--- src/hw/rtl/asfb_pkg.sv ---
// ----------------------------------------------------------------------------
// asfb_pkg
// Shared types and codes for the audio sample to float converter.
// ----------------------------------------------------------------------------
`default_nettype none

package asfb_pkg;

    typedef enum logic [2:0] {
        FMT_NONE = 3'd0,
        FMT_S8   = 3'd1,
        FMT_S16  = 3'd2,
        FMT_S24  = 3'd3,
        FMT_S32  = 3'd4,
        FMT_F32  = 3'd5,
        FMT_F64  = 3'd6
    } t_fmt;

    localparam logic [1:0] CFG_FORMAT   = 2'd0;
    localparam logic [1:0] CFG_CHANNELS = 2'd1;
    localparam logic [1:0] CFG_FRAMES   = 2'd2;

    localparam logic [2:0]  RST_FORMAT   = 3'd0;
    localparam logic [3:0]  RST_CHANNELS = 4'd2;
    localparam logic [15:0] RST_FRAMES   = 16'd4410;

    typedef struct packed {
        logic [2:0] chan;
        logic       frame_last;
        logic       block_last;
    } t_pos;

endpackage

`default_nettype wire

--- src/hw/rtl/asfb_smp_if.sv ---
// ----------------------------------------------------------------------------
// asfb_smp_if
// Raw sample channel: one right-aligned native sample per word.
// ----------------------------------------------------------------------------
`default_nettype none

interface asfb_smp_if;
    logic        valid;
    logic        ready;
    logic [63:0] sample_bits;

    modport source (output valid, output sample_bits, input ready);
    modport sink   (input valid, input sample_bits, output ready);
endinterface

`default_nettype wire

--- src/hw/rtl/asfb_flt_if.sv ---
// ----------------------------------------------------------------------------
// asfb_flt_if
// Converted sample channel: float32 pattern plus frame and block marks.
// ----------------------------------------------------------------------------
`default_nettype none

interface asfb_flt_if;
    logic        valid;
    logic        ready;
    logic [31:0] sample_float;
    logic [2:0]  channel_index;
    logic        frame_last;
    logic        block_last;

    modport source (output valid, output sample_float, output channel_index,
                    output frame_last, output block_last, input ready);
    modport sink   (input valid, input sample_float, input channel_index,
                    input frame_last, input block_last, output ready);
endinterface

`default_nettype wire

--- src/hw/rtl/asfb_seq.sv ---
// ----------------------------------------------------------------------------
// asfb_seq
// Channel and frame position counters; tags each sample with its marks.
// ----------------------------------------------------------------------------
`default_nettype none

module asfb_seq #(
    parameter int MAX_CHANNELS = 8
) (
    input  wire logic          i_clk,
    input  wire logic          i_rst_n,
    input  wire logic          i_adv,
    input  wire logic [3:0]    i_chans,
    input  wire logic [15:0]   i_frames,
    output asfb_pkg::t_pos     o_pos
);

    localparam int CW = (MAX_CHANNELS > 1) ? $clog2(MAX_CHANNELS) : 1;

    logic [CW-1:0] r_chan, n_chan;
    logic [15:0]   r_frame, n_frame;
    logic [6:0]    eff_ch;
    logic [16:0]   eff_fr;
    logic          chan_last;
    logic          fr_last;

    always_comb begin
        if (i_chans == 4'd0) begin
            eff_ch = 7'd1;
        end else if (7'(i_chans) > 7'(MAX_CHANNELS)) begin
            eff_ch = 7'(MAX_CHANNELS);
        end else begin
            eff_ch = 7'(i_chans);
        end
        eff_fr = (i_frames == 16'd0) ? 17'd1 : 17'(i_frames);
        chan_last = (7'(r_chan) + 7'd1) >= eff_ch;
        fr_last   = (17'(r_frame) + 17'd1) >= eff_fr;
    end

    always_comb begin
        o_pos.chan       = 3'(r_chan);
        o_pos.frame_last = chan_last;
        o_pos.block_last = chan_last & fr_last;
    end

    always_comb begin
        n_chan  = r_chan;
        n_frame = r_frame;
        if (i_adv) begin
            if (chan_last) begin
                n_chan  = '0;
                n_frame = fr_last ? 16'd0 : r_frame + 16'd1;
            end else begin
                n_chan = r_chan + CW'(1);
            end
        end
    end

    always_ff @(posedge i_clk) begin
        if (!i_rst_n) begin
            r_chan  <= '0;
            r_frame <= '0;
        end else begin
            r_chan  <= n_chan;
            r_frame <= n_frame;
        end
    end

    a_block_in_frame: assert property (@(posedge i_clk) disable iff (!i_rst_n)
        o_pos.block_last |-> o_pos.frame_last)
        else $error("block end without frame end");

    a_chan_range: assert property (@(posedge i_clk) disable iff (!i_rst_n)
        int'(r_chan) < MAX_CHANNELS)
        else $error("channel position out of range");

    a_frame_wrap: assert property (@(posedge i_clk) disable iff (!i_rst_n)
        (i_adv && o_pos.frame_last) |=> (r_chan == '0))
        else $error("channel position did not wrap at frame end");

endmodule

`default_nettype wire

--- src/hw/rtl/asfb_core.sv ---
// ----------------------------------------------------------------------------
// asfb_core
// Five-stage conversion pipeline: input, magnitude + 0.5, normalize,
// multiply by scale, round into the output register.
// ----------------------------------------------------------------------------
`default_nettype none

module asfb_core (
    input  wire logic        i_clk,
    input  wire logic        i_rst_n,
    input  wire logic [2:0]  i_fmt,
    input  asfb_pkg::t_pos   i_pos,
    output logic             o_take,
    asfb_smp_if.sink         i_smp,
    asfb_flt_if.source       o_flt
);

    typedef struct packed {
        logic [5:0]  e;
        logic [23:0] m;
    } t_nf;

    // Round a 34-bit unsigned integer to 24 significant bits, nearest-even.
    function automatic t_nf norm_round(input logic [33:0] x);
        logic [5:0]  p;
        logic [5:0]  sh;
        logic [33:0] sx;
        logic        g;
        logic        st;
        logic [24:0] mr;
        t_nf         r;
        p = '0;
        for (int i = 0; i < 34; i++) begin
            if (x[i]) p = 6'(i);
        end
        if (p <= 6'd23) begin
            sx  = x << (6'd23 - p);
            r.m = sx[23:0];
            r.e = p;
        end else begin
            sh = p - 6'd23;
            sx = x >> sh;
            g  = x[sh - 6'd1];
            st = |(x & ((34'd1 << (sh - 6'd1)) - 34'd1));
            mr = {1'b0, sx[23:0]} + 25'(g & (st | sx[0]));
            if (mr[24]) begin
                r.m = 24'h800000;
                r.e = p + 6'd1;
            end else begin
                r.m = mr[23:0];
                r.e = p;
            end
        end
        return r;
    endfunction

    function automatic logic [31:0] cvt_f64(input logic [63:0] raw);
        logic        sgn;
        logic [62:0] mag;
        logic [10:0] de;
        logic [63:0] mw;
        logic [6:0]  sh;
        logic [63:0] q;
        logic        g;
        logic        st;
        logic [31:0] r;
        sgn = raw[63];
        mag = raw[62:0];
        de  = raw[62:52];
        mw  = {11'd0, 1'b1, raw[51:0]};
        if (mag > 63'h7FF0000000000000) begin
            r = {sgn, 8'hFF, 1'b1, mag[50:29]};
        end else if (mag >= 63'h47EFFFFFE0000000) begin
            r = {sgn, 8'hFF, 23'd0};
        end else if (de == 11'd0) begin
            r = {sgn, 31'd0};
        end else if (de >= 11'd897) begin
            g  = mw[28];
            st = |mw[27:0];
            r  = {sgn, 8'(de - 11'd896), mw[51:29]} + 32'(g & (st | mw[29]));
        end else begin
            // subnormal result: align to units of 2^-149
            sh = (de < 11'd863) ? 7'd63 : 7'(11'd926 - de);
            q  = mw >> sh;
            g  = mw[6'(sh - 7'd1)];
            st = |(mw & ((64'd1 << (sh - 7'd1)) - 64'd1));
            r  = {sgn, 8'd0, q[22:0]} + 32'(g & (st | q[0]));
        end
        return r;
    endfunction

    logic ce;
    logic fmt_ok;

    // stage 1: input register
    logic              r1_vld;
    asfb_pkg::t_fmt    r1_fmt;
    logic [63:0]       r1_raw;
    asfb_pkg::t_pos    r1_pos;
    // stage 2
    logic              r2_vld;
    logic              r2_flt_sel;
    logic [1:0]        r2_isz;
    logic              r2_neg;
    logic [33:0]       r2_h;
    logic [31:0]       r2_flt;
    asfb_pkg::t_pos    r2_pos;
    // stage 3
    logic              r3_vld;
    logic              r3_flt_sel;
    logic [1:0]        r3_isz;
    logic              r3_neg;
    t_nf               r3_g;
    logic [31:0]       r3_flt;
    asfb_pkg::t_pos    r3_pos;
    // stage 4
    logic              r4_vld;
    logic              r4_flt_sel;
    logic              r4_neg;
    logic [47:0]       r4_p;
    logic [8:0]        r4_ex;
    logic [31:0]       r4_flt;
    asfb_pkg::t_pos    r4_pos;
    // stage 5: output register
    logic              r5_vld;
    logic [31:0]       r5_res;
    asfb_pkg::t_pos    r5_pos;

    logic [31:0] vs;
    logic [32:0] vx;
    logic [32:0] a;
    t_nf         fa_nf;
    logic [33:0] fa;
    logic [33:0] n_h;
    logic [31:0] n_flt;
    logic [1:0]  n_isz;
    logic [23:0] sc_man;
    logic [8:0]  sc_sh;
    logic        p47;
    logic [22:0] mant;
    logic        rg;
    logic        rst_bit;
    logic [8:0]  exf;
    logic [31:0] n_res;

    assign ce      = !r5_vld || o_flt.ready;
    assign fmt_ok  = (i_fmt != asfb_pkg::FMT_NONE) && (i_fmt <= asfb_pkg::FMT_F64);
    assign i_smp.ready = ce;
    assign o_take  = i_smp.valid && ce && fmt_ok;

    // stage 2 logic: sign-extend, |v| rounded to float, then +/- 0.5 in half units
    always_comb begin
        case (r1_fmt)
            asfb_pkg::FMT_S8:  vs = {{24{r1_raw[7]}}, r1_raw[7:0]};
            asfb_pkg::FMT_S16: vs = {{16{r1_raw[15]}}, r1_raw[15:0]};
            asfb_pkg::FMT_S24: vs = {{8{r1_raw[23]}}, r1_raw[23:0]};
            default:           vs = r1_raw[31:0];
        endcase
        case (r1_fmt)
            asfb_pkg::FMT_S8:  n_isz = 2'd0;
            asfb_pkg::FMT_S16: n_isz = 2'd1;
            asfb_pkg::FMT_S24: n_isz = 2'd2;
            default:           n_isz = 2'd3;
        endcase
        vx    = {vs[31], vs};
        a     = vs[31] ? (~vx + 33'd1) : vx;
        fa_nf = norm_round({1'b0, a});
        if (fa_nf.e >= 6'd23) begin
            fa = 34'(fa_nf.m) << (fa_nf.e - 6'd23);
        end else begin
            fa = 34'(fa_nf.m) >> (6'd23 - fa_nf.e);
        end
        n_h   = vs[31] ? ((fa << 1) - 34'd1) : ((fa << 1) + 34'd1);
        n_flt = (r1_fmt == asfb_pkg::FMT_F64) ? cvt_f64(r1_raw) : r1_raw[31:0];
    end

    // scale = float32(1 / (2^(n-1) - 0.5)), mantissa and power-of-two shift
    always_comb begin
        unique case (r3_isz)
            2'd0:    begin sc_man = 24'h808081; sc_sh = 9'd7;  end
            2'd1:    begin sc_man = 24'h800080; sc_sh = 9'd15; end
            2'd2:    begin sc_man = 24'h800001; sc_sh = 9'd23; end
            default: begin sc_man = 24'h800000; sc_sh = 9'd31; end
        endcase
    end

    // stage 5 logic: round the product to nearest-even
    always_comb begin
        p47     = r4_p[47];
        mant    = p47 ? r4_p[46:24] : r4_p[45:23];
        rg      = p47 ? r4_p[23] : r4_p[22];
        rst_bit = p47 ? (|r4_p[22:0]) : (|r4_p[21:0]);
        exf     = r4_ex + 9'(p47);
        n_res   = {r4_neg, exf[7:0], mant} + 32'(rg & (rst_bit | mant[0]));
        if (r4_flt_sel) begin
            n_res = r4_flt;
        end
    end

    always_ff @(posedge i_clk) begin
        if (!i_rst_n) begin
            r1_vld <= 1'b0;
            r2_vld <= 1'b0;
            r3_vld <= 1'b0;
            r4_vld <= 1'b0;
            r5_vld <= 1'b0;
        end else if (ce) begin
            r1_vld <= o_take;
            r2_vld <= r1_vld;
            r3_vld <= r2_vld;
            r4_vld <= r3_vld;
            r5_vld <= r4_vld;
        end
    end

    always_ff @(posedge i_clk) begin
        if (ce) begin
            r1_fmt     <= asfb_pkg::t_fmt'(i_fmt);
            r1_raw     <= i_smp.sample_bits;
            r1_pos     <= i_pos;

            r2_flt_sel <= (r1_fmt == asfb_pkg::FMT_F32) || (r1_fmt == asfb_pkg::FMT_F64);
            r2_isz     <= n_isz;
            r2_neg     <= vs[31];
            r2_h       <= n_h;
            r2_flt     <= n_flt;
            r2_pos     <= r1_pos;

            r3_flt_sel <= r2_flt_sel;
            r3_isz     <= r2_isz;
            r3_neg     <= r2_neg;
            r3_g       <= norm_round(r2_h);
            r3_flt     <= r2_flt;
            r3_pos     <= r2_pos;

            r4_flt_sel <= r3_flt_sel;
            r4_neg     <= r3_neg;
            r4_p       <= r3_g.m * sc_man;
            r4_ex      <= 9'(r3_g.e) + 9'd126 - sc_sh;
            r4_flt     <= r3_flt;
            r4_pos     <= r3_pos;

            r5_res     <= n_res;
            r5_pos     <= r4_pos;
        end
    end

    assign o_flt.valid         = r5_vld;
    assign o_flt.sample_float  = r5_res;
    assign o_flt.channel_index = r5_pos.chan;
    assign o_flt.frame_last    = r5_pos.frame_last;
    assign o_flt.block_last    = r5_pos.block_last;

    a_hold_on_stall: assert property (@(posedge i_clk) disable iff (!i_rst_n)
        (r5_vld && !o_flt.ready) |=> (r5_vld && $stable(r5_res)))
        else $error("result lost while stalled");

    a_no_take_stalled: assert property (@(posedge i_clk) disable iff (!i_rst_n)
        o_take |-> (!r5_vld || o_flt.ready))
        else $error("sample taken while pipeline stalled");

    a_marks: assert property (@(posedge i_clk) disable iff (!i_rst_n)
        (r5_vld && r5_pos.block_last) |-> r5_pos.frame_last)
        else $error("block mark without frame mark");

endmodule

`default_nettype wire

--- src/hw/rtl/audio_sample_to_float_blocker.sv ---
// ----------------------------------------------------------------------------
// audio_sample_to_float_blocker
// Converts interleaved native audio samples to float32 and marks frame and
// block ends.
//
//   port     dir  protocol      word
//   i_smp    in   valid/ready   sample_bits[63:0]
//   o_flt    out  valid/ready   sample_float, channel_index, frame/block marks
//   i_cfg_*  in   write strobe  index 0 format, 1 channels, 2 frames per block
//
// One sample per cycle while o_flt is not stalled; an accepted word passes
// through every stage in order and is then offered on o_flt from the output register.
// All five stages share one pipeline enable, so a stalled output holds every
// stage and drops i_smp.ready.
// Samples taken with format none or code 7 give no result and leave the
// counters where they are.
// Reset is synchronous, active low; no clearing pass.
// ----------------------------------------------------------------------------
`default_nettype none

module audio_sample_to_float_blocker #(
    parameter int MAX_CHANNELS = 8
) (
    input  wire logic        i_clk,
    input  wire logic        i_rst_n,
    input  wire logic        i_cfg_we,
    input  wire logic [1:0]  i_cfg_idx,
    input  wire logic [15:0] i_cfg_data,
    asfb_smp_if.sink         i_smp,
    asfb_flt_if.source       o_flt
);

    logic [2:0]     r_fmt;
    logic [3:0]     r_chans;
    logic [15:0]    r_frames;
    logic           take;
    asfb_pkg::t_pos pos;

    always_ff @(posedge i_clk) begin
        if (!i_rst_n) begin
            r_fmt    <= asfb_pkg::RST_FORMAT;
            r_chans  <= asfb_pkg::RST_CHANNELS;
            r_frames <= asfb_pkg::RST_FRAMES;
        end else if (i_cfg_we) begin
            unique case (i_cfg_idx)
                asfb_pkg::CFG_FORMAT:   r_fmt    <= i_cfg_data[2:0];
                asfb_pkg::CFG_CHANNELS: r_chans  <= i_cfg_data[3:0];
                asfb_pkg::CFG_FRAMES:   r_frames <= i_cfg_data;
                default: ;
            endcase
        end
    end

    asfb_seq #(
        .MAX_CHANNELS (MAX_CHANNELS)
    ) u_seq (
        .i_clk    (i_clk),
        .i_rst_n  (i_rst_n),
        .i_adv    (take),
        .i_chans  (r_chans),
        .i_frames (r_frames),
        .o_pos    (pos)
    );

    asfb_core u_core (
        .i_clk   (i_clk),
        .i_rst_n (i_rst_n),
        .i_fmt   (r_fmt),
        .i_pos   (pos),
        .o_take  (take),
        .i_smp   (i_smp),
        .o_flt   (o_flt)
    );

endmodule

`default_nettype wire
--- src/flat_wrapper.sv ---
// flat-port wrapper written by rule: the top's interface ports become plain ports
module audio_sample_to_float_blocker_flat 
#(
    parameter int MAX_CHANNELS = 8
)
  (i_clk, i_rst_n, i_cfg_we, i_cfg_idx, i_cfg_data, i_smp_valid, i_smp_sample_bits, i_smp_ready, o_flt_valid, o_flt_sample_float, o_flt_channel_index, o_flt_frame_last, o_flt_block_last, o_flt_ready);
  asfb_smp_if i_smp_i ();
  asfb_flt_if o_flt_i ();
  input  wire logic i_clk;
  input  wire logic i_rst_n;
  input  wire logic i_cfg_we;
  input  wire logic [1:0] i_cfg_idx;
  input  wire logic [15:0] i_cfg_data;
  input wire logic [$bits(i_smp_i.valid)-1:0] i_smp_valid;
  input wire logic [$bits(i_smp_i.sample_bits)-1:0] i_smp_sample_bits;
  output wire logic [$bits(i_smp_i.ready)-1:0] i_smp_ready;
  output wire logic [$bits(o_flt_i.valid)-1:0] o_flt_valid;
  output wire logic [$bits(o_flt_i.sample_float)-1:0] o_flt_sample_float;
  output wire logic [$bits(o_flt_i.channel_index)-1:0] o_flt_channel_index;
  output wire logic [$bits(o_flt_i.frame_last)-1:0] o_flt_frame_last;
  output wire logic [$bits(o_flt_i.block_last)-1:0] o_flt_block_last;
  input wire logic [$bits(o_flt_i.ready)-1:0] o_flt_ready;
  assign i_smp_i.valid = i_smp_valid;
  assign i_smp_i.sample_bits = i_smp_sample_bits;
  assign i_smp_ready = i_smp_i.ready;
  assign o_flt_valid = o_flt_i.valid;
  assign o_flt_sample_float = o_flt_i.sample_float;
  assign o_flt_channel_index = o_flt_i.channel_index;
  assign o_flt_frame_last = o_flt_i.frame_last;
  assign o_flt_block_last = o_flt_i.block_last;
  assign o_flt_i.ready = o_flt_ready;
  audio_sample_to_float_blocker #(.MAX_CHANNELS(MAX_CHANNELS)) u_core (.i_clk(i_clk), .i_rst_n(i_rst_n), .i_cfg_we(i_cfg_we), .i_cfg_idx(i_cfg_idx), .i_cfg_data(i_cfg_data), .i_smp(i_smp_i), .o_flt(o_flt_i));
endmodule
--- config.mk ---
export PLATFORM = sky130hd
export DESIGN_NAME = audio_sample_to_float_blocker_flat
export DESIGN_NICKNAME = d
export VERILOG_FILES = /design/src/hw/rtl/asfb_pkg.sv /design/src/hw/rtl/asfb_smp_if.sv /design/src/hw/rtl/asfb_flt_if.sv /design/src/hw/rtl/asfb_seq.sv /design/src/hw/rtl/asfb_core.sv /design/src/hw/rtl/audio_sample_to_float_blocker.sv /design/src/flat_wrapper.sv
export SDC_FILE = /design/constraint.sdc
export NUM_CORES = 2
export LEC_CHECK = 0
export BUFFER_PORTS_ARGS = -buffer_cell sky130_fd_sc_hd__buf_4
export CAP_MARGIN = 20
export CELL_PAD_IN_SITES_DETAIL_PLACEMENT = 1
export CELL_PAD_IN_SITES_GLOBAL_PLACEMENT = 1
export CORE_ASPECT_RATIO = 0.75
export CORE_MARGIN = 4
export CORE_UTILIZATION = 31
export DETAILED_ROUTE_END_ITERATION = 10
export PLACE_DENSITY = 0.64
export SETUP_SLACK_MARGIN = 0.1
export SLEW_MARGIN = 20
export SYNTH_ARGS = -nofsm -noshare
export SYNTH_HDL_FRONTEND = slang
export SYNTH_SLANG_ARGS = --single-unit
--- constraint.sdc ---
create_clock -name i_clk -period 25 [get_ports i_clk]
set_input_delay 7.5 -clock i_clk [delete_from_list [all_inputs] [get_ports i_clk]]
set_output_delay 7.5 -clock i_clk [all_outputs]
set_load 0.1 [all_outputs]
==> impl_metrics.py <==
metrics = {
    "run": {
        "maxCapViolations": 0,
    },
    "timing": {
        "min_period_ps": 16490,
        "report.final.slew_viol_count": 0,
        "tns_ps": 0,
        "finalCritPeriodShare_pct": 65.9,
        "fin_worst_skew_ps": 39.6,
        "clock.fmax_mhz": 60.7,
        "max_slew_margin_pct": 23.6,
        "holdWs_ps": 407,
        "tightest_slew_ps": 1140,
        "rsz0062_at_grt": "false",
        "hold_viol_final": 0,
        "setup_violations": 0,
    },
    "power_and_ir_drop": {
        "ir_worst_vdd_mv": 0.139,
        "p_leak_nw": 18.9,
        "pwr_density_cell_nw_per_um2": 126,
    },
    "logic_synthesis": {
        "yosysMostFrequentCell": "nand2_1",
        "synth_ff_type": "edfxtp_1",
        "netlist_top_cells_count": "nand2_1, nor2_1, edfxtp_1, clkbuf_1, o21ai_0",
        "syn-num-nets": 5567,
        "syn_area_um2": 43900,
        "synth_cells": 5214,
        "async_flop_share_pct": 0,
        "yosysUniqueCellTypes": 126,
        "synth_edf_count": 349,
        "syn_area_per_cell_um2": 8.42,
        "synth_top_area_share_pct": 23.9,
        "synth_warnings": 0,
        "yosysSeqAreaShare_pct": 26.0,
        "ys_ff_latch": 396,
        "synth_area_leader_cell": "edfxtp_1",
        "netlist_top_cells_area": "edfxtp_1, ha_1, mux4_2",
    },
    "clocking": {
        "path_clk_slew_ps": 70,
        "cts_max_level": 2,
        "cts_tree": "done",
        "clk_latency_ps": 640,
        "cts-resized-gates": 0,
        "cts_hold_buf": 0,
        "clock_sinks": 396,
        "clock-root-buffer": "clkbuf_16",
        "clock_path_buffers": 3,
        "postCtsSetupBuffers": 0,
        "cts_buffers": 45,
    },
    "setup_path": {
        "worstPathRequired_ps": 17500,
        "crit_type": "primary input to primary output",
        "cp.arrival_ps": 8990,
        "startpoint_type": "primary input",
        "path_max_fanout": 88,
        "cp-end-kind": "primary output",
        "r2r_cells": 42,
    },
    "global_routing": {
        "antenna_found_initial": 5,
        "grt_pass1_vias": 42400,
        "overflow": 0,
        "grt_pass1_wl_um": 280000,
        "grt_usage_pct": 24.2,
        "grt_max_degree": 89,
    },
    "floorplan": {
        "die_area_um2": 148000,
        "die_y_um": 334,
        "rows": 119,
        "start_util_pct": 31.2,
        "chipWidth_um": 443,
        "core_region_area_um2": 141000,
        "ios": 126,
    },
    "placement": {
        "place.port_buffers": 125,
        "routabilityCongestion": 0.964,
        "dp_hpwl_um": 141000,
        "placed_cell_area_um2": 46600,
    },
    "routing": {
        "drt_wl_total_um": 186000,
        "vias": 43500,
        "wl_per_cell_um": 26.4,
        "drcViolationCount": 0,
        "ant_nets": 0,
        "vias_per_cell": 6.17,
        "firstDrtPassIters": 6,
        "drt_iter0_drc": 4700,
    },
    "cells_and_area": {
        "drive_gt1_share_pct": 11.9,
        "final_area_um2": 48200,
        "fill_cells": 16500,
        "area_growth_syn_to_layout_pct": 9.83,
        "layout.nets": 5488,
    },
    "outcome": {
        "status": "complete, no violations",
    },
    "worst_hold_path": {
        "hold_class": "flip-flop to flip-flop",
        "min_path_cells": 0,
    },
}
cells by family (layout without fill, tap and decap cells):
group	Yosys count	after routing	synth area share, %
fa+ha+maj	266	266	7.89
mux	385	385	12.0
other cells	1	5	0.00854
buf+inv	576	533	5.33
compound gates	1367	1367	21.2
simple gates	1934	1934	21.9
xor+xnor	289	289	5.78
flops	396	396	26.0
final timing paths:
kind / slack, ps / startpoint / to
setup reg to reg: 9300 / u_core.u_core.r1_raw[0] / u_core.u_core.r2_h[26]
hold reg to reg: 410 / u_core.u_core.r2_flt[27] / u_core.u_core.r3_flt[27]
hold / removal: 410 / u_core.u_core.r2_flt[27] / u_core.u_core.r3_flt[27]
setup / recovery: 8510 / o_flt_ready / i_smp_ready
power by group:
part           switching [mW]  leakage (nW)  internal (mW)
Sequential              0.174          4.23          0.908
Clock                   0.310         0.747          0.401
Combinational            2.82          14.0           1.49
through the flow:
stage	power, mW	setup WS [ps]	util (%)	instances
floorplan	3.99	2570	-	5214
global placement	5.23	8610	33.2	6963
detailed placement	5.27	8530	33.2	6963
CTS	6.02	8530	34.3	7046
global route	6.46	8400	34.3	7046
finish	6.09	8510	34.3	7050
area by class of cell:
class                           instances  area (µm²)  area share [%]
Tap cell                             1875        2350            4.86
Multi-Input combinational cell       4242       30200            62.7
Inverter                              200         758            1.57
Clock buffer                           51        1150            2.38
Clock inverter                         32         415           0.861
Antenna cell                            4        10.0          0.0208
Timing Repair Buffer                  250        1880            3.89
Sequential cell                       396       11400            23.7
flip-flops by register name, summed over array words and instances (netlist names), 8 cells and up:
| signal | flops |
|---|---|
| u_core.u_core.o_flt.sample_float | 32 |
| u_core.u_core.r3_g | 30 |
| u_core.u_core.r2_h | 33 |
| u_core.u_seq.r_frame | 16 |
| u_core.u_core.r1_raw | 64 |
| u_core.u_core.r4_ex | 8 |
| u_core.u_core.r4_p | 48 |
| u_core.r_frames | 16 |
| u_core.u_core.r4_flt | 32 |
| u_core.u_core.r2_flt | 32 |
| u_core.u_core.r3_flt | 32 |
worst max-delay path, cell delays in order:
cell	delay, ps
buf_4	110
nor2b_1	530
inv_8	380
buf_4	370
metal layers:
metal | GRT usage [%] | wire, µm
met5 | 0 | 26
met4 | 4.99 | 4040
met3 | 4.96 | 18100
met2 | 34.1 | 75400
met1 | 37.4 | 88600
cells in the final DEF, fill, tap and decap left out, types with 19 or more instances in the layout:
master,netlist,layout
a21oi_1,269,267
o211ai_1,101,101
o21ai_0,270,270
xnor2_1,166,166
ha_1,248,247
nand2_1,626,622
a31oi_1,57,54
a211o_1,19,19
or2_2,25,25
nor2b_1,68,67
nand4_1,74,74
or3_1,31,31
xor2_1,122,122
nand2b_1,37,37
and2_1,70,70
buf_4,12,250
inv_1,187,186
nor2_1,388,386
o21bai_1,26,26
mux4_2,108,108
clkbuf_16,0,45
nor4_1,58,58
a21boi_0,26,26
nor3_1,135,134
a21o_1,36,36
o22ai_1,63,63
edfxtp_1,349,349
dfxtp_1,47,47
a311oi_1,23,22
and3_1,63,63
nand3_1,225,225
o31ai_1,32,32
o21a_1,28,28
o21ai_1,23,22
mux2_2,31,31
mux2i_1,240,240
a211oi_1,82,82
a22oi_1,55,55
Power figures use the tool's default switching activity.
